$ cat src/rtl/lpd_pkg.sv
// ----------------------------------------------------------------------------
// lpd_pkg
// Shared types and constants for the length-prefixed pair deframer.
// ----------------------------------------------------------------------------
package lpd_pkg;

  // One type byte followed by a four-byte big-endian payload length.
  localparam int unsigned HeaderBytes = 5;
  localparam int unsigned HdrIdxW     = 3;
  localparam int unsigned LenW        = 32;

  typedef enum logic [1:0] {
    ST_OK           = 2'd0,
    ST_TOO_SHORT    = 2'd1,
    ST_LEN_MISMATCH = 2'd2,
    ST_NO_SEP       = 2'd3
  } status_t;

  typedef struct packed {
    logic [7:0] rx_byte;
    logic       end_of_message;
  } msg_beat_t;

  typedef struct packed {
    logic       data_valid;
    logic [7:0] payload_byte;
    logic       second_part;
    logic [7:0] message_type;
    logic       frame_end;
    status_t    status;
  } result_beat_t;

endpackage

$ cat src/rtl/lpd_msg_if.sv
// ----------------------------------------------------------------------------
// lpd_msg_if
// Valid/ready channel carrying one received message byte per beat.
// ----------------------------------------------------------------------------
interface lpd_msg_if;
  logic              valid;
  logic              ready;
  lpd_pkg::msg_beat_t data;

  modport source (output valid, output data, input ready);
  modport sink (input valid, input data, output ready);
endinterface

$ cat src/rtl/lpd_result_if.sv
// ----------------------------------------------------------------------------
// lpd_result_if
// Valid/ready channel carrying one deframer result per beat.
// ----------------------------------------------------------------------------
interface lpd_result_if;
  logic                 valid;
  logic                 ready;
  lpd_pkg::result_beat_t data;

  modport source (output valid, output data, input ready);
  modport sink (input valid, input data, output ready);
endinterface

$ cat src/rtl/length_prefixed_pair_deframer_core.sv
// ----------------------------------------------------------------------------
// length_prefixed_pair_deframer_core
// Strips the type/length header of each message, splits the payload into two
// strings at the first zero byte and reports a status on the final byte.
// ----------------------------------------------------------------------------
//
//  Channel   Modport  Beat contents
//  -------   -------  ---------------------------------------------------------
//  msg       sink     rx_byte, end_of_message
//  result    source   data_valid, payload_byte, second_part, message_type,
//                     frame_end, status
//
// One message byte is taken per cycle while the result is not stalled; a byte
// is captured in the input register when accepted and then decoded into the
// result register, from which its result beat is offered. Throughput is set by
// the single decode stage between the two registers. Header bytes and the first
// zero payload byte produce no result beat unless they end the message.
// A stalled result holds the decode stage, and an empty input register still
// takes one more beat. Reset is synchronous and clears all frame state.
// ----------------------------------------------------------------------------
module length_prefixed_pair_deframer_core (
  input  logic                clk,
  input  logic                rst,
  lpd_msg_if.sink             msg,
  lpd_result_if.source        result
);

  localparam logic [lpd_pkg::HdrIdxW-1:0] HdrLast =
    lpd_pkg::HdrIdxW'(lpd_pkg::HeaderBytes);
  localparam logic [lpd_pkg::LenW-1:0] CountMax = '1;

  // Input register
  logic                  in_valid;
  lpd_pkg::msg_beat_t    in_beat;

  // Frame state
  logic [lpd_pkg::HdrIdxW-1:0] header_index;
  logic [lpd_pkg::LenW-1:0]    declared_length;
  logic [lpd_pkg::LenW-1:0]    received_count;
  logic                        separator_seen;
  logic [7:0]                  held_type;

  // Result register
  logic                  out_valid;
  lpd_pkg::result_beat_t out_beat;

  logic                        out_free;
  logic                        advance;
  logic                        in_header;
  logic [lpd_pkg::HdrIdxW-1:0] header_index_next;
  logic [lpd_pkg::LenW-1:0]    declared_length_next;
  logic [lpd_pkg::LenW-1:0]    received_count_next;
  logic                        separator_seen_next;
  logic [7:0]                  held_type_next;
  logic                        emit;
  lpd_pkg::result_beat_t       beat_next;

  assign out_free  = !out_valid || result.ready;
  assign advance   = in_valid && out_free;
  assign msg.ready = !in_valid || advance;

  assign result.valid = out_valid;
  assign result.data  = out_beat;

  always_comb begin
    in_header            = (header_index < HdrLast);
    header_index_next    = header_index;
    declared_length_next = declared_length;
    received_count_next  = received_count;
    separator_seen_next  = separator_seen;
    held_type_next       = held_type;
    beat_next            = '0;

    if (in_header) begin
      if (header_index == '0) begin
        held_type_next = in_beat.rx_byte;
      end else begin
        declared_length_next = {declared_length[lpd_pkg::LenW-9:0], in_beat.rx_byte};
      end
      header_index_next = header_index + 1'b1;
    end else begin
      if (received_count != CountMax) begin
        received_count_next = received_count + 1'b1;
      end
      if (in_beat.rx_byte == 8'h00 && !separator_seen) begin
        separator_seen_next = 1'b1;
      end else begin
        beat_next.data_valid   = 1'b1;
        beat_next.payload_byte = in_beat.rx_byte;
        beat_next.second_part  = separator_seen;
      end
    end

    beat_next.message_type = held_type_next;
    beat_next.frame_end    = in_beat.end_of_message;
    if (in_beat.end_of_message) begin
      // A message whose last byte completes the header is long enough.
      if (header_index_next < HdrLast) begin
        beat_next.status = lpd_pkg::ST_TOO_SHORT;
      end else if (received_count_next != declared_length_next) begin
        beat_next.status = lpd_pkg::ST_LEN_MISMATCH;
      end else if (!separator_seen_next) begin
        beat_next.status = lpd_pkg::ST_NO_SEP;
      end else begin
        beat_next.status = lpd_pkg::ST_OK;
      end
    end

    emit = beat_next.data_valid || in_beat.end_of_message;
  end

  always_ff @(posedge clk) begin
    if (rst) begin
      in_valid        <= 1'b0;
      out_valid       <= 1'b0;
      header_index    <= '0;
      declared_length <= '0;
      received_count  <= '0;
      separator_seen  <= 1'b0;
      held_type       <= '0;
    end else begin
      if (msg.ready) begin
        in_valid <= msg.valid;
      end
      if (out_free) begin
        out_valid <= advance && emit;
      end
      if (advance) begin
        if (in_beat.end_of_message) begin
          // The final byte closes the frame; the next beat starts a new header.
          header_index    <= '0;
          declared_length <= '0;
          received_count  <= '0;
          separator_seen  <= 1'b0;
          held_type       <= '0;
        end else begin
          header_index    <= header_index_next;
          declared_length <= declared_length_next;
          received_count  <= received_count_next;
          separator_seen  <= separator_seen_next;
          held_type       <= held_type_next;
        end
      end
    end
  end

  always_ff @(posedge clk) begin
    if (msg.valid && msg.ready) begin
      in_beat <= msg.data;
    end
    if (advance && emit) begin
      out_beat <= beat_next;
    end
  end

  a_frame_clears: assert property (@(posedge clk) disable iff (rst)
    (advance && in_beat.end_of_message) |=>
      (header_index == '0 && received_count == '0 && !separator_seen))
    else $error("frame state not cleared after final byte");

  a_silent_only_at_end: assert property (@(posedge clk) disable iff (rst)
    (out_valid && !out_beat.data_valid) |-> out_beat.frame_end)
    else $error("result beat without data outside frame end");

  a_short_has_no_data: assert property (@(posedge clk) disable iff (rst)
    (out_valid && out_beat.frame_end && out_beat.status == lpd_pkg::ST_TOO_SHORT)
      |-> !out_beat.data_valid)
    else $error("too-short frame carried a string byte");

  a_index_bounded: assert property (@(posedge clk) disable iff (rst)
    1'b1 |-> (header_index <= HdrLast))
    else $error("header index beyond header length");

  a_count_after_header: assert property (@(posedge clk) disable iff (rst)
    (received_count != '0) |-> (header_index == HdrLast))
    else $error("payload counted before header complete");

endmodule

$ cat src/flat_wrapper.sv
// flat-port wrapper written by rule: the top's interface ports become plain ports
module length_prefixed_pair_deframer_core_flat 
  (clk, rst, msg_valid, msg_data, msg_ready, result_valid, result_data, result_ready);
  lpd_msg_if msg_i ();
  lpd_result_if result_i ();
  input  logic clk;
  input  logic rst;
  input wire logic [$bits(msg_i.valid)-1:0] msg_valid;
  input wire logic [$bits(msg_i.data)-1:0] msg_data;
  output wire logic [$bits(msg_i.ready)-1:0] msg_ready;
  output wire logic [$bits(result_i.valid)-1:0] result_valid;
  output wire logic [$bits(result_i.data)-1:0] result_data;
  input wire logic [$bits(result_i.ready)-1:0] result_ready;
  assign msg_i.valid = msg_valid;
  assign msg_i.data = msg_data;
  assign msg_ready = msg_i.ready;
  assign result_valid = result_i.valid;
  assign result_data = result_i.data;
  assign result_i.ready = result_ready;
  length_prefixed_pair_deframer_core u_core (.clk(clk), .rst(rst), .msg(msg_i), .result(result_i));
endmodule
$ cat config.mk
export PLATFORM = sky130hd
export DESIGN_NAME = length_prefixed_pair_deframer_core_flat
export DESIGN_NICKNAME = d
export VERILOG_FILES = /design/src/rtl/lpd_pkg.sv /design/src/rtl/lpd_msg_if.sv /design/src/rtl/lpd_result_if.sv /design/src/rtl/length_prefixed_pair_deframer_core.sv /design/src/flat_wrapper.sv
export SDC_FILE = /design/constraint.sdc
export NUM_CORES = 1
export LEC_CHECK = 0
export ABC_AREA = 1
export BUFFER_PORTS_ARGS = -buffer_cell sky130_fd_sc_hd__buf_4
export CORE_ASPECT_RATIO = 1.5
export CORE_MARGIN = 2
export CORE_UTILIZATION = 46
export CTS_BUF_LIST = sky130_fd_sc_hd__clkbuf_16
export CTS_CLUSTER_SIZE = 14
export DETAILED_ROUTE_END_ITERATION = 6
export PLACE_DENSITY = 0.61
export REMOVE_ABC_BUFFERS = 1
export SYNTH_ARGS = -nofsm -noshare
export SYNTH_HDL_FRONTEND = slang
export SYNTH_SLANG_ARGS = --single-unit
$ cat constraint.sdc
create_clock -name clk -period 3.5 [get_ports clk]
set_input_delay 0.7 -clock clk [delete_from_list [all_inputs] [get_ports clk]]
set_output_delay 0.7 -clock clk [all_outputs]
set_load 0.005 [all_outputs]
* Yosys cells after proc, flatten, opt, wreduce, memory -nomap -nowiden
Index checks and enable logic that the tools add are counted.
** Storage, ports and cells
- Register bits after elaboration :: 108
- Bits of input ports :: 13
- Output and inout bits :: 23
- Word-level logic and storage cells :: 56
** Cells by class
- Add/sub/neg operators :: 2
- $lt $le $gt $ge :: 2
- Equal/unequal tests :: 2
- Mux-type cells :: 19
- Bitwise operators :: 1
- Reductions and logical operators :: 14
** Operators by type and width (number)
- two-way mux 32 bit :: 6
- adder 32 x 1 -> 32 bit, second input constant :: 1
- inequality test 32 bit :: 1
- inequality test 32 bit, second input constant :: 1
- two-way mux 8 bit :: 3
- two-way mux 10 bit :: 2
- zero test 8 bit :: 1
- less-than comparator 3 bit, second input constant :: 2
- two-way mux 3 bit :: 2
- logical AND 1 bit :: 4
- two-way mux 1 bit :: 4
- two-way mux 2 bit :: 2
- OR reduction 2 bit :: 2
- adder 3 x 1 -> 3 bit, second input constant :: 1
- zero test 1 bit :: 3
- zero test 3 bit :: 1
- logical OR 1 bit :: 3
- inverter 1 bit :: 1

* Longest topological paths before layout
- Depth in word-level cells :: 7
- Mapped depth :: 18
- Mapped depth without buffers :: 18

* Worst setup path before layout
No wires, ideal clock.
- Path type :: reg2reg
- Start point :: reg u_core.header_index[2] (netlist name)
- End point :: reg u_core.out_beat, in the netlist u_core.result.data[0], enable pin
- Library setup time :: 0.408 ns
- Data arrival time :: 2.241 ns
- Data required time :: 3.092 ns
- Slack :: 0.851 ns
- Cell stages (with the launch flop) :: 8
- Path buffers :: 1
- Clock period less this slack :: 2.649 ns
- Cell sequence :: dfxtp_1 -> nand2_1 -> nand2_1 -> inv_1 -> clkbuf_1 -> a21oi_1 -> clkinv_1 -> a21oi_1
** RTL lines
- start, declared :: RTL line length_prefixed_pair_deframer_core.sv:37 : logic [lpd_pkg::HdrIdxW-1:0] header_index;
- start signal, assigned :: RTL line length_prefixed_pair_deframer_core.sv:137 : header_index <= header_index_next;
- end signal, assigned :: RTL line length_prefixed_pair_deframer_core.sv:152 : out_beat <= beat_next;
- end, declared :: RTL line length_prefixed_pair_deframer_core.sv:45 : lpd_pkg::result_beat_t out_beat;

* Worst setup path after layout
- Start point :: reg u_core.header_index[0] (netlist name)
- End point :: reg u_core.out_beat, in the netlist u_core.result.data[0] (data pin)
** Between the ends
- Longest elaborated chain between the ends :: 6
- Elaborated cells on any way between the ends :: 13
- Those cells by class :: 1 x add/sub; 2 x order compare; 1 x eq/ne; 8 x mux; 1 x reduce/logical
** Ends and longest elaborated chain
- parallel branches: the longest is 5 deep, another holds less-than comparator 3 bit
- two-way mux 1 bit (*) :: RTL line length_prefixed_pair_deframer_core.sv:98 : if (header_index_next < HdrLast) begin
Mark *: on every way between the ends.
A chain may end at the register's enable or synchronous reset.

==> qor.yml <==
outcome:
  status: "finished, final reports clean"
sta:
  setup_viol: 0
  whs_ps: 465
  layout_setup_ws_ps: 709
  hold_viol_final: 0
  drv_slew: 0
  clock.fmax_mhz: 358
  rsz0062_at_grt: "false"
  worstMarginPinSlew_ps: 893
  clock_skew_ps: 8.25
  fin_crit_sh: 0.797
  period_needed_ps: 2790
  relSlewSlack: 0.404
yosys:
  synth_flop_cell: "dfxtp_1"
  synth-seq-area-share: 0.393
  synth_mux_area_frac: 0
  syn_inst: 952
  syn_avg_cell_area_um2: 6.58
  synth_area_um2: 6270
  yosys.area_share.xor_xnor: 0.0140
  synth_top_family_by_area: "simple AND/OR/NAND/NOR gates"
  synth_seq_cells: 108
  synth_edf_count: 30
  ys_warn_count: 0
  synth_compound_area_frac: 0.101
  synth.distinct_cells: 35
  synthAdderAreaFrac: 0.00599
  synth-async-reset-ratio: 0
  synth-simple-area-share: 0.395
critical_path:
  slowest_delay_ps: 400
  cp_max_fo: 31
  cp.required_ps: 3720
  r2r-start: "u_core.header_index[0]$_SDFFE_PP0P_"
  cpMostUsedCell: "nand2_1"
  crit_arrival_ps: 3010
  critPathLaunchType: "flop"
  slowest_stage: "dfxtp_1"
  cp_cell_sequence: "inv_1 > ha_1 > nand2_1 > nand2_2 > buf_4 > o21ai_0 > nand3_1 > nand2_1 > nand2_1 > nor2_1 > nand2_1 > nor2_2 > nand3_2 > a21oi_2"
  crit_type: "flop to flop"
  startpoint: "u_core.header_index[0]$_SDFFE_PP0P_"
  end_kind: "flop"
power_and_ir_drop:
  power_leakage_nw: 2.57
  p_per_area_nw_per_um2: 371
  ir_drop_mv: 0.234
  power_mw: 2.58
clock_tree:
  cts_resized: 0
  numCtsBuffers: 9
  holdBufCountCts: 0
  clock-root-buffer: "clkbuf_16"
  post_cts_buffers: 0
  cts_sinks: 108
  clockBufferDepth: 2
  htree_levels: 3
  clock_latency_ps: 360
  cts_tree: "built"
  clk_pin_slew_worst_paths_ps: 80
final_layout:
  fin_util: 0.519
  drive_above_1_share: 0.0969
  syn_to_final_growth_pct: 11.0
  layout_common_cells: "nand2_1 (342), nand3_1 (99), inv_1 (95)"
  final_net_count: 981
  antennaDiodeCount: 0
  layout_commonest_cell: "nand2_1"
  final_cell_area_um2: 6960
global_routing:
  use_met1: 0.265
  grt_overflow: 0
  gr-max-usage-layer: "met2"
  grt_use_total: 0.237
  grt_max_degree: 79
  use_met2: 0.437
  gr-usage-met3: 0.0428
  antenna_found_initial: 0
  grt_pass1_wl_um: 27700
  grt_pass1_vias: 5837
detailed_routing:
  drc_errors: 0
  wl_per_cell_um: 15.0
  vias: 6019
  drt_iter0_markers: 355
  wl_um: 17000
  via_per_inst: 5.32
  drt_first_pass_iters: 5
  antenna_left: 0
worst_hold_path:
  min_from: "u_core.declared_length[5]$_SDFFE_PP0P_"
  hold_class: "flop to flop"
floorplan:
  dieHeight_um: 147
  die_w_um: 99.3
  core_area_um2: 13400
  start_util: 0.468
  ios: 36
  die_area_um2: 14600
  rows: 52
placed_design:
  place_area_um2: 6640
  port_buffers: 35
  dp_hpwl_um: 11800
  gp_congestion: 0.967
  dp_slack_ps: 711
flow_run:
  drv_cap: 0
[worst paths after layout]
check	to	slack, ps	cells after the start
hold / removal	u_core.declared_length[5]$_SDFFE_PP0P_	460	2
hold reg to reg	u_core.declared_length[5]$_SDFFE_PP0P_	460	2
setup reg to reg	u_core.result.data[0]$_SDFFCE_PN0P_	710	14
setup / recovery	u_core.result.data[0]$_SDFFCE_PN0P_	710	14
[critical path, delay by kind of cell (launching register included)]
family,cells,cell delay [ps]
AO/OA/AOI/OAI,2,390
buffers and inverters,2,400
flip-flops,1,400
adder cells (fa/ha/maj),1,200
AND/OR/NAND/NOR,9,1230
[synth_stat cells, drive strengths merged, types with 3 or more instances]
master  number  area, µm²
a21oi       82        414
buf         18        118
clkbuf      25       93.8
dfxtp       78       1560
edfxtp      30        901
ha           3       37.5
inv         95        357
nand2      352       1350
nand3      102        526
nand3b      17        128
nand4       19        119
nor2        67        284
o21ai       36        180
or2          6       37.5
xor2         8       70.1
[cell families (layout without fill, tap and decap cells)]
family / count (synthesis) / count (layout)
buffers and inverters: 139 / 157
adder cells (fa/ha/maj): 3 / 3
AO/OA/AOI/OAI: 123 / 123
flip-flops: 108 / 108
XOR/XNOR: 10 / 10
AND/OR/NAND/NOR: 569 / 569
[metal layers]
metal  up-vias  wire [µm]
li1       3096          -
met1      2763       6870
met2       123       8960
met3        37        580
met4         0        589
met5         -          0
[sequential cells by signal, summed over array words and instances (netlist names)]
signal	flops
u_core.separator_seen	1
u_core.held_type	8
u_core.in_valid	1
u_core.in_beat	8
u_core.result.data	21
u_core.header_index	3
u_core.received_count	32
u_core.beat_next	1
u_core.result.valid	1
u_core.declared_length	32
[area by class of cell]
type / count / area [µm²]
well taps: 162 / 203
clock buffers: 10 / 250
inverters: 96 / 360
repair buffers: 45 / 363
fillers: 1401 / 6450
flip-flops and latches: 108 / 2460
multi-input cells: 705 / 3250
clock inverters: 6 / 68.8
[through the flow]
stage,TNS (ps),instances
after detailed placement,0,1116
after global placement,0,1116
after floorplan,-105460,909
final,0,1132
after global routing,0,1132
after CTS,0,1132
[where the power goes]
| group | total [mW] | switching, mW | internal, mW |
|---|---|---|---|
| clock network | 1.10 | 0.496 | 0.604 |
| registers | 1.31 | 0.0115 | 1.30 |
| logic | 0.164 | 0.112 | 0.0515 |
Power figures use the tool's default switching activity.
